`config.mk`:
```
export PLATFORM = sky130hd
export DESIGN_NAME = sorted_priority_queue_core_flat
export DESIGN_NICKNAME = d
export VERILOG_FILES = /design/src/hw/rtl/spq_pkg.sv /design/src/hw/rtl/spq_req_if.sv /design/src/hw/rtl/spq_rsp_if.sv /design/src/hw/rtl/spq_cell.sv /design/src/hw/rtl/sorted_priority_queue_core.sv /design/src/flat_wrapper.sv
export SDC_FILE = /design/constraint.sdc
export NUM_CORES = 2
export LEC_CHECK = 0
export BUFFER_PORTS_ARGS = -buffer_cell sky130_fd_sc_hd__buf_2
export CAP_MARGIN = 25
export CORE_MARGIN = 2
export CORE_UTILIZATION = 30
export CTS_CLUSTER_DIAMETER = 50
export DETAILED_ROUTE_END_ITERATION = 7
export HOLD_SLACK_MARGIN = 0.15
export PLACE_DENSITY_LB_ADDON = 0.3
export SYNTH_ARGS = -nofsm -noshare
export SYNTH_HDL_FRONTEND = slang
export SYNTH_SLANG_ARGS = --single-unit
```
`constraint.sdc`:
```
create_clock -name clk -period 8.2 [get_ports clk]
set_clock_uncertainty 0.05 [all_clocks]
set_input_delay 0.41 -clock clk [delete_from_list [all_inputs] [get_ports clk]]
set_output_delay 0.41 -clock clk [all_outputs]
set_load 0.01 [all_outputs]
```
`src/hw/rtl/spq_pkg.sv`:
```
// ----------------------------------------------------------------------------
// spq_pkg
// Shared types, widths and codes for the sorted priority queue core.
// ----------------------------------------------------------------------------
`default_nettype none

package spq_pkg;

  // queue geometry
  localparam int DEPTH = 16;
  localparam int CNT_W = $clog2(DEPTH + 1);

  // field widths
  localparam int PRI_W   = 16;
  localparam int PAY_W   = 32;
  localparam int STAT_W  = 2;
  localparam int ECOUNT_W = 5;

  // request kinds
  localparam logic KIND_INSERT  = 1'b0;
  localparam logic KIND_DEQUEUE = 1'b1;

  // result status codes
  typedef enum logic [STAT_W-1:0] {
    STATUS_OK    = 2'd0,
    STATUS_EMPTY = 2'd1,
    STATUS_FULL  = 2'd2
  } status_t;

  // one stored entry
  typedef struct packed {
    logic [PRI_W-1:0] pri;
    logic [PAY_W-1:0] pay;
  } entry_t;

  // per-cycle control broadcast to every cell
  typedef struct packed {
    logic ins;
    logic deq;
  } cell_ctrl_t;

endpackage

`default_nettype wire

```
`src/hw/rtl/spq_req_if.sv`:
```
// ----------------------------------------------------------------------------
// spq_req_if
// Request channel: one insert or dequeue per transaction.
// ----------------------------------------------------------------------------
`default_nettype none

interface spq_req_if;
  import spq_pkg::*;

  logic             valid;
  logic             ready;
  logic             kind;
  logic [PRI_W-1:0] new_priority;
  logic [PAY_W-1:0] new_payload;

  modport source (output valid, kind, new_priority, new_payload, input ready);
  modport sink   (input valid, kind, new_priority, new_payload, output ready);
endinterface

`default_nettype wire

```
`src/hw/rtl/spq_rsp_if.sv`:
```
// ----------------------------------------------------------------------------
// spq_rsp_if
// Response channel: one result per request transaction.
// ----------------------------------------------------------------------------
`default_nettype none

interface spq_rsp_if;
  import spq_pkg::*;

  logic                valid;
  logic                ready;
  logic [STAT_W-1:0]   status;
  logic [PRI_W-1:0]    taken_priority;
  logic [PAY_W-1:0]    taken_payload;
  logic                head_valid;
  logic [PRI_W-1:0]    head_priority;
  logic [PAY_W-1:0]    head_payload;
  logic [ECOUNT_W-1:0] entry_count;
  logic                is_empty;

  modport source (
    output valid, status, taken_priority, taken_payload, head_valid,
           head_priority, head_payload, entry_count, is_empty,
    input  ready
  );
  modport sink (
    input  valid, status, taken_priority, taken_payload, head_valid,
           head_priority, head_payload, entry_count, is_empty,
    output ready
  );
endinterface

`default_nettype wire

```
`src/hw/rtl/spq_cell.sv`:
```
// ----------------------------------------------------------------------------
// spq_cell
// One slot of the sorted array: holds, takes the new entry, or shifts.
// ----------------------------------------------------------------------------
`default_nettype none

module spq_cell (
  input  wire                 clk,
  input  spq_pkg::cell_ctrl_t ctrl,
  input  spq_pkg::entry_t     new_entry,
  input  spq_pkg::entry_t     left_entry,
  input  wire                 left_lt,
  input  spq_pkg::entry_t     right_entry,
  input  wire                 occupied,
  output spq_pkg::entry_t     entry,
  output spq_pkg::entry_t     entry_next,
  output logic                lt
);
  import spq_pkg::*;

  // entry stays ahead of the new one when strictly lower
  assign lt = occupied && (entry.pri < new_entry.pri);

  // insert: hold, take new at the boundary, else shift right; dequeue: shift left
  always_comb begin
    entry_next = entry;
    if (ctrl.ins) begin
      if (!lt) begin
        entry_next = left_lt ? new_entry : left_entry;
      end
    end else if (ctrl.deq) begin
      entry_next = right_entry;
    end
  end

  always_ff @(posedge clk) begin
    entry <= entry_next;
  end

endmodule

`default_nettype wire

```
`src/hw/rtl/sorted_priority_queue_core.sv`:
```
// ----------------------------------------------------------------------------
// sorted_priority_queue_core
// Sorted priority queue built as a row of shifting cells.
// ----------------------------------------------------------------------------
// Holds up to DEPTH (priority, payload) entries in ascending priority order,
// cell 0 being the front. Each request transaction is an insert or a dequeue
// and produces exactly one response transaction. Every cell compares its
// entry with the new priority in parallel and then holds, takes the new entry
// or shifts by one place, so a new request can be taken every cycle; the only
// limit is the response register, which frees when its transaction is taken.
// Among equal priorities the newest entry is served first. An insert into a
// full queue is refused with a full status, and a dequeue from an empty queue
// returns an empty status.
`default_nettype none

module sorted_priority_queue_core (
  input wire clk,
  input wire rst,
  spq_req_if.sink   req,
  spq_rsp_if.source rsp
);
  import spq_pkg::*;

  logic [CNT_W-1:0] count;
  logic [CNT_W-1:0] count_next;
  logic             accept;
  logic             full;
  logic             empty;
  cell_ctrl_t       ctrl;
  entry_t           new_entry;
  entry_t           cell_entry [DEPTH];
  entry_t           cell_next  [DEPTH];
  logic             cell_lt    [DEPTH];
  status_t          status_next;
  entry_t           taken_next;
  logic [31:0]      count_wide;

  // request handshake
  assign req.ready = !rsp.valid || rsp.ready;
  assign accept    = req.valid && req.ready;

  assign full  = (count == CNT_W'(DEPTH));
  assign empty = (count == '0);

  assign new_entry.pri = req.new_priority;
  assign new_entry.pay = req.new_payload;

  assign ctrl.ins = accept && (req.kind == KIND_INSERT) && !full;
  assign ctrl.deq = accept && (req.kind == KIND_DEQUEUE) && !empty;

  // row of cells
  for (genvar i = 0; i < DEPTH; i++) begin : g_cell
    entry_t left_e;
    entry_t right_e;
    logic   left_l;

    if (i == 0) begin : g_first
      assign left_e = new_entry;
      assign left_l = 1'b1;
    end else begin : g_mid
      assign left_e = cell_entry[i-1];
      assign left_l = cell_lt[i-1];
    end

    if (i == DEPTH - 1) begin : g_last
      assign right_e = cell_entry[i];
    end else begin : g_inner
      assign right_e = cell_entry[i+1];
    end

    spq_cell u_cell (
      .clk         (clk),
      .ctrl        (ctrl),
      .new_entry   (new_entry),
      .left_entry  (left_e),
      .left_lt     (left_l),
      .right_entry (right_e),
      .occupied    (count > CNT_W'(i)),
      .entry       (cell_entry[i]),
      .entry_next  (cell_next[i]),
      .lt          (cell_lt[i])
    );
  end

  // occupancy count
  always_comb begin
    count_next = count;
    if (ctrl.ins) begin
      count_next = count + CNT_W'(1);
    end else if (ctrl.deq) begin
      count_next = count - CNT_W'(1);
    end
  end

  // result status and dequeued entry
  always_comb begin
    status_next = STATUS_OK;
    taken_next  = '0;
    if (req.kind == KIND_INSERT) begin
      if (full) begin
        status_next = STATUS_FULL;
      end
    end else if (empty) begin
      status_next = STATUS_EMPTY;
    end else begin
      taken_next = cell_entry[0];
    end
  end

  assign count_wide = 32'(count_next);

  // count and response register
  always_ff @(posedge clk) begin
    if (rst) begin
      count     <= '0;
      rsp.valid <= 1'b0;
    end else begin
      count <= count_next;
      if (accept) begin
        rsp.valid <= 1'b1;
      end else if (rsp.ready) begin
        rsp.valid <= 1'b0;
      end
    end
    if (accept) begin
      rsp.status         <= status_next;
      rsp.taken_priority <= taken_next.pri;
      rsp.taken_payload  <= taken_next.pay;
      rsp.head_valid     <= (count_next != '0);
      rsp.head_priority  <= (count_next != '0) ? cell_next[0].pri : '0;
      rsp.head_payload   <= (count_next != '0) ? cell_next[0].pay : '0;
      rsp.entry_count    <= count_wide[ECOUNT_W-1:0];
      rsp.is_empty       <= (count_next == '0);
    end
  end

endmodule

`default_nettype wire

```
`src/flat_wrapper.sv`:
```
// flat-port wrapper written by rule: the top's interface ports become plain ports
module sorted_priority_queue_core_flat import spq_pkg::*;
  (clk, rst, req_valid, req_kind, req_new_priority, req_new_payload, req_ready, rsp_valid, rsp_status, rsp_taken_priority, rsp_taken_payload, rsp_head_valid, rsp_head_priority, rsp_head_payload, rsp_entry_count, rsp_is_empty, rsp_ready);
  spq_req_if req_i ();
  spq_rsp_if rsp_i ();
  input wire clk;
  input wire rst;
  input wire logic [$bits(req_i.valid)-1:0] req_valid;
  input wire logic [$bits(req_i.kind)-1:0] req_kind;
  input wire logic [$bits(req_i.new_priority)-1:0] req_new_priority;
  input wire logic [$bits(req_i.new_payload)-1:0] req_new_payload;
  output wire logic [$bits(req_i.ready)-1:0] req_ready;
  output wire logic [$bits(rsp_i.valid)-1:0] rsp_valid;
  output wire logic [$bits(rsp_i.status)-1:0] rsp_status;
  output wire logic [$bits(rsp_i.taken_priority)-1:0] rsp_taken_priority;
  output wire logic [$bits(rsp_i.taken_payload)-1:0] rsp_taken_payload;
  output wire logic [$bits(rsp_i.head_valid)-1:0] rsp_head_valid;
  output wire logic [$bits(rsp_i.head_priority)-1:0] rsp_head_priority;
  output wire logic [$bits(rsp_i.head_payload)-1:0] rsp_head_payload;
  output wire logic [$bits(rsp_i.entry_count)-1:0] rsp_entry_count;
  output wire logic [$bits(rsp_i.is_empty)-1:0] rsp_is_empty;
  input wire logic [$bits(rsp_i.ready)-1:0] rsp_ready;
  assign req_i.valid = req_valid;
  assign req_i.kind = req_kind;
  assign req_i.new_priority = req_new_priority;
  assign req_i.new_payload = req_new_payload;
  assign req_ready = req_i.ready;
  assign rsp_valid = rsp_i.valid;
  assign rsp_status = rsp_i.status;
  assign rsp_taken_priority = rsp_i.taken_priority;
  assign rsp_taken_payload = rsp_i.taken_payload;
  assign rsp_head_valid = rsp_i.head_valid;
  assign rsp_head_priority = rsp_i.head_priority;
  assign rsp_head_payload = rsp_i.head_payload;
  assign rsp_entry_count = rsp_i.entry_count;
  assign rsp_is_empty = rsp_i.is_empty;
  assign rsp_i.ready = rsp_ready;
  sorted_priority_queue_core u_core (.clk(clk), .rst(rst), .req(req_i), .rsp(rsp_i));
endmodule
```
==> results.ini <==
[critical_path]
slowest_delay_ps=820
path_max_fanout=49
timing.rr.start=u_core.g_cell[6].u_cell.entry[41]
cpLargestDelayFamily=buffers and inverters
cp.depth=12
start_kind=input pin
startpoint=req_new_priority[9]
cpMostUsedCell=buf_4
r2r_slack_ps=3160
cp.required_ps=8500
crit_end=u_core.g_cell[6].u_cell.entry[43]
reg2reg_depth=9
slowest_stage=nand2b_2
critPathBufInv=5
path_cells=dlygate4sd3_1 -> buf_2 -> inv_1 -> ha_1 -> a21oi_1 -> o21ai_0 -> a41oi_1 -> o311ai_4 -> buf_4 -> and2_2 -> nand2b_2 -> buf_4
critPathArrivalTime_ps=5760
worstSetupPathType=in2reg
setup.worst_path.end_class=flop
timing.rr.end=u_core.g_cell[6].u_cell.entry[43]

[pwr]
p_int_mw=10.5
p_per_area_mw_per_mm2=300
pwr-share-comb=0.252
power.net_switching_mw=5.54
seq_power_share=0.429
pwr-share-clk=0.319
leakage_nw=19.2
ir_drop_uv=194
switching_share=0.346

[placed_design]
place_ws_ps=2590
gp_congestion=0.924
portBuffers=159
placed_area_mm2=0.0490
hpwlAfterDp_um=109000

[flow_run]
drv_cap=0

[clock_tree]
cts_tree=yes
clkLatencyLatePin_ps=740
ctsHtreeMaxLevel=3
cts_hold_buf=49
clkSinkCount=879
clockRootBuffer=clkbuf_16
cts_made_buffers=115
post_cts_buffers=0
cts.path.max_buffers=3
clkSlewWorstSetupHoldPaths_ps=50
cts_resized=0

[timing]
post-route-min-period_ps=5460
relSlewSlack=0.102
timing.fmax_ghz=0.183
worstMarginPinSlew_ps=1350
hold_viol=0
min_period_over_period=0.666
setup_viol=0
rsz0062_at_grt=no
drv_slew=0
setup_ws_ps=2740
fin_setup_tns_ps=0

[yosys]
ys_types=71
synth_area_leader_cell=edfxtp_1
yosys_warnings=0
synthCells=3936
ys_ff_latch=879
syn-cell-area_mm2=0.0462
synthTopCellsByArea=edfxtp_1, ha_1, a221o_1, nor2_1, o221a_2
synth.most_common_cell=edfxtp_1
syn-num-nets=4235
synth-edff-count=825
synth_area_per_cell_um2=11.7
async_reset_ff_frac=0
ys_seq_area_frac=0.560
synth_top_area_frac=0.537
ys.flop_type=edfxtp_1
synth.top_cells.by_count=edfxtp_1, nor2_1, nand2_1, ha_1, a221o_1

[routing]
ant_nets=0
num_vias=36000
drt_pre_antenna_iters=6
post_drt_via_cell_ratio=5.83
drc=0
wirelength_um=176000
wl_per_cell_um=28.6
drt-initial-drc-count=4303

[floorplanning]
die_w_um=396
core-area_mm2=0.152
die_h_um=396
die-area_mm2=0.157
num_io_pins=160
rows=143
start_util=0.303

[run_status]
status=completed

[global_routing]
grt_pass1_vias=35200
grt_usage=0.217
grt_max_degree=179
antenna_found_initial=7
grt_pass1_wl_um=253000
grt_overflow=0

[layout]
syn_to_final_growth_pct=15.6
fin_nets=4336
design_area_mm2=0.0533
drive_above_1_share=0.163
final_core_util=0.350

[worst_hold_path]
hp-class=in2reg

-- power by group through the flow --
stage | Sequential, mW | Combinational [mW] | Clock, mW
2_1_floorplan | 6.67 | 2.39 | 0
3_3_place_gp | 6.93 | 3.89 | 0
3_5_place_dp | 6.92 | 3.94 | 0
4_1_cts | 6.85 | 3.99 | 5.16
5_1_grt | 6.93 | 4.33 | 5.33
6_report | 6.87 | 4.03 | 5.10
-- cell families (layout without fill, tap and decap cells) --
family,after synthesis,count (layout),synth area share
and+or+nand+nor,1206,1206,0.108
adders and majority gates,246,246,0.0667
DFF,879,879,0.560
muxes,106,106,0.0250
xor gates and xnor gates,4,4,0.000759
other,0,1,0
buffers and inverters,338,536,0.0319
AOI/OAI and AO/OA,1157,1157,0.207
-- per-stage QoR --
step	std cells	power, mW	hold WS (ps)
after floorplan	3936	9.06	416
after global placement	5897	10.8	435
after global routing	6164	16.6	256
final	6165	16.0	266
after CTS	6163	16.0	203
after detailed placement	5900	10.9	437
-- state kept, by name, indices dropped and copies added (netlist names) --
| register | count |
|---|---|
| u_core.count | 5 |
| u_core.rsp.valid | 1 |
| u_core.g_cell.u_cell.entry | 768 |
| u_core.rsp.taken_payload | 32 |
| u_core.rsp.taken_priority | 16 |
| u_core.rsp.head_payload | 32 |
| u_core.rsp.head_priority | 16 |
| u_core.rsp.head_valid | 1 |
| u_core.rsp.entry_count | 5 |
| u_core.rsp.status | 2 |
| u_core.rsp.is_empty | 1 |
-- worst min-delay path by stage --
stage | from | end | slack (ps) | cells after the start
6_report | req_new_priority[15] | u_core.g_cell[8].u_cell.entry[47] | 270 | 3
5_1_grt | req_new_priority[15] | u_core.g_cell[8].u_cell.entry[47] | 260 | 3
4_1_cts | req_new_priority[15] | u_core.g_cell[7].u_cell.entry[47] | 200 | 3
3_5_place_dp | u_core.g_cell[0].u_cell.entry[9] | u_core.g_cell[0].u_cell.entry[9] | 440 | 2
3_3_place_gp | u_core.g_cell[0].u_cell.entry[10] | u_core.g_cell[0].u_cell.entry[10] | 430 | 2
2_1_floorplan | u_core.g_cell[0].u_cell.entry[0] | u_core.g_cell[0].u_cell.entry[0] | 420 | 2
-- tightest hold or removal path, stage by stage --
cell and delay [ps]:
buf_2 220, mux2i_1 170, a21oi_1 80
-- placed cells by master, fill, tap and decap left out, drive strengths merged, types with 10 or more instances in the layout --
cell type,instances
edfxtp,825
nor2,612
nand2,419
ha,246
buf,242
a221o,235
a21oi,176
o221a,146
clkbuf,131
a211oi,113
o21a,104
o22a,97
o211ai,59
mux2i,58
dfxtp,54
and3,51
a221oi,49
dlygate4sd3,49
o21ai,48
mux2,48
clkinv,48
a22o,47
a21o,47
inv,45
nand4,25
nand2b,21
nand3,17
nor2b,14
nor3,14
and4,11
clkinvlp,11
bufinv,10
-- metal layers --
| layer | vias to the layer above | track usage | share of wire |
|---|---|---|---|
| met5 | - | 0 | 0.000079 |
| met4 | 2 | 0.0877 | 0.042 |
| met3 | 337 | 0.0447 | 0.084 |
| met2 | 1942 | 0.330 | 0.44 |
| met1 | 18000 | 0.300 | 0.44 |
| li1 | 15600 | - | - |
-- cell type report --
type                            count  area (µm²)
Antenna cell                        1        2.50
Clock buffer                      131        2980
Clock inverter                     83         807
Fill cell                       15000       99100
Inverter                           31         121
Timing Repair Buffer              291        1970
Multi-Input combinational cell   2719       19100
Sequential cell                   879       25900
Tap cell                         2030        2540
No activity file was read; power rests on OpenSTA's default activity.
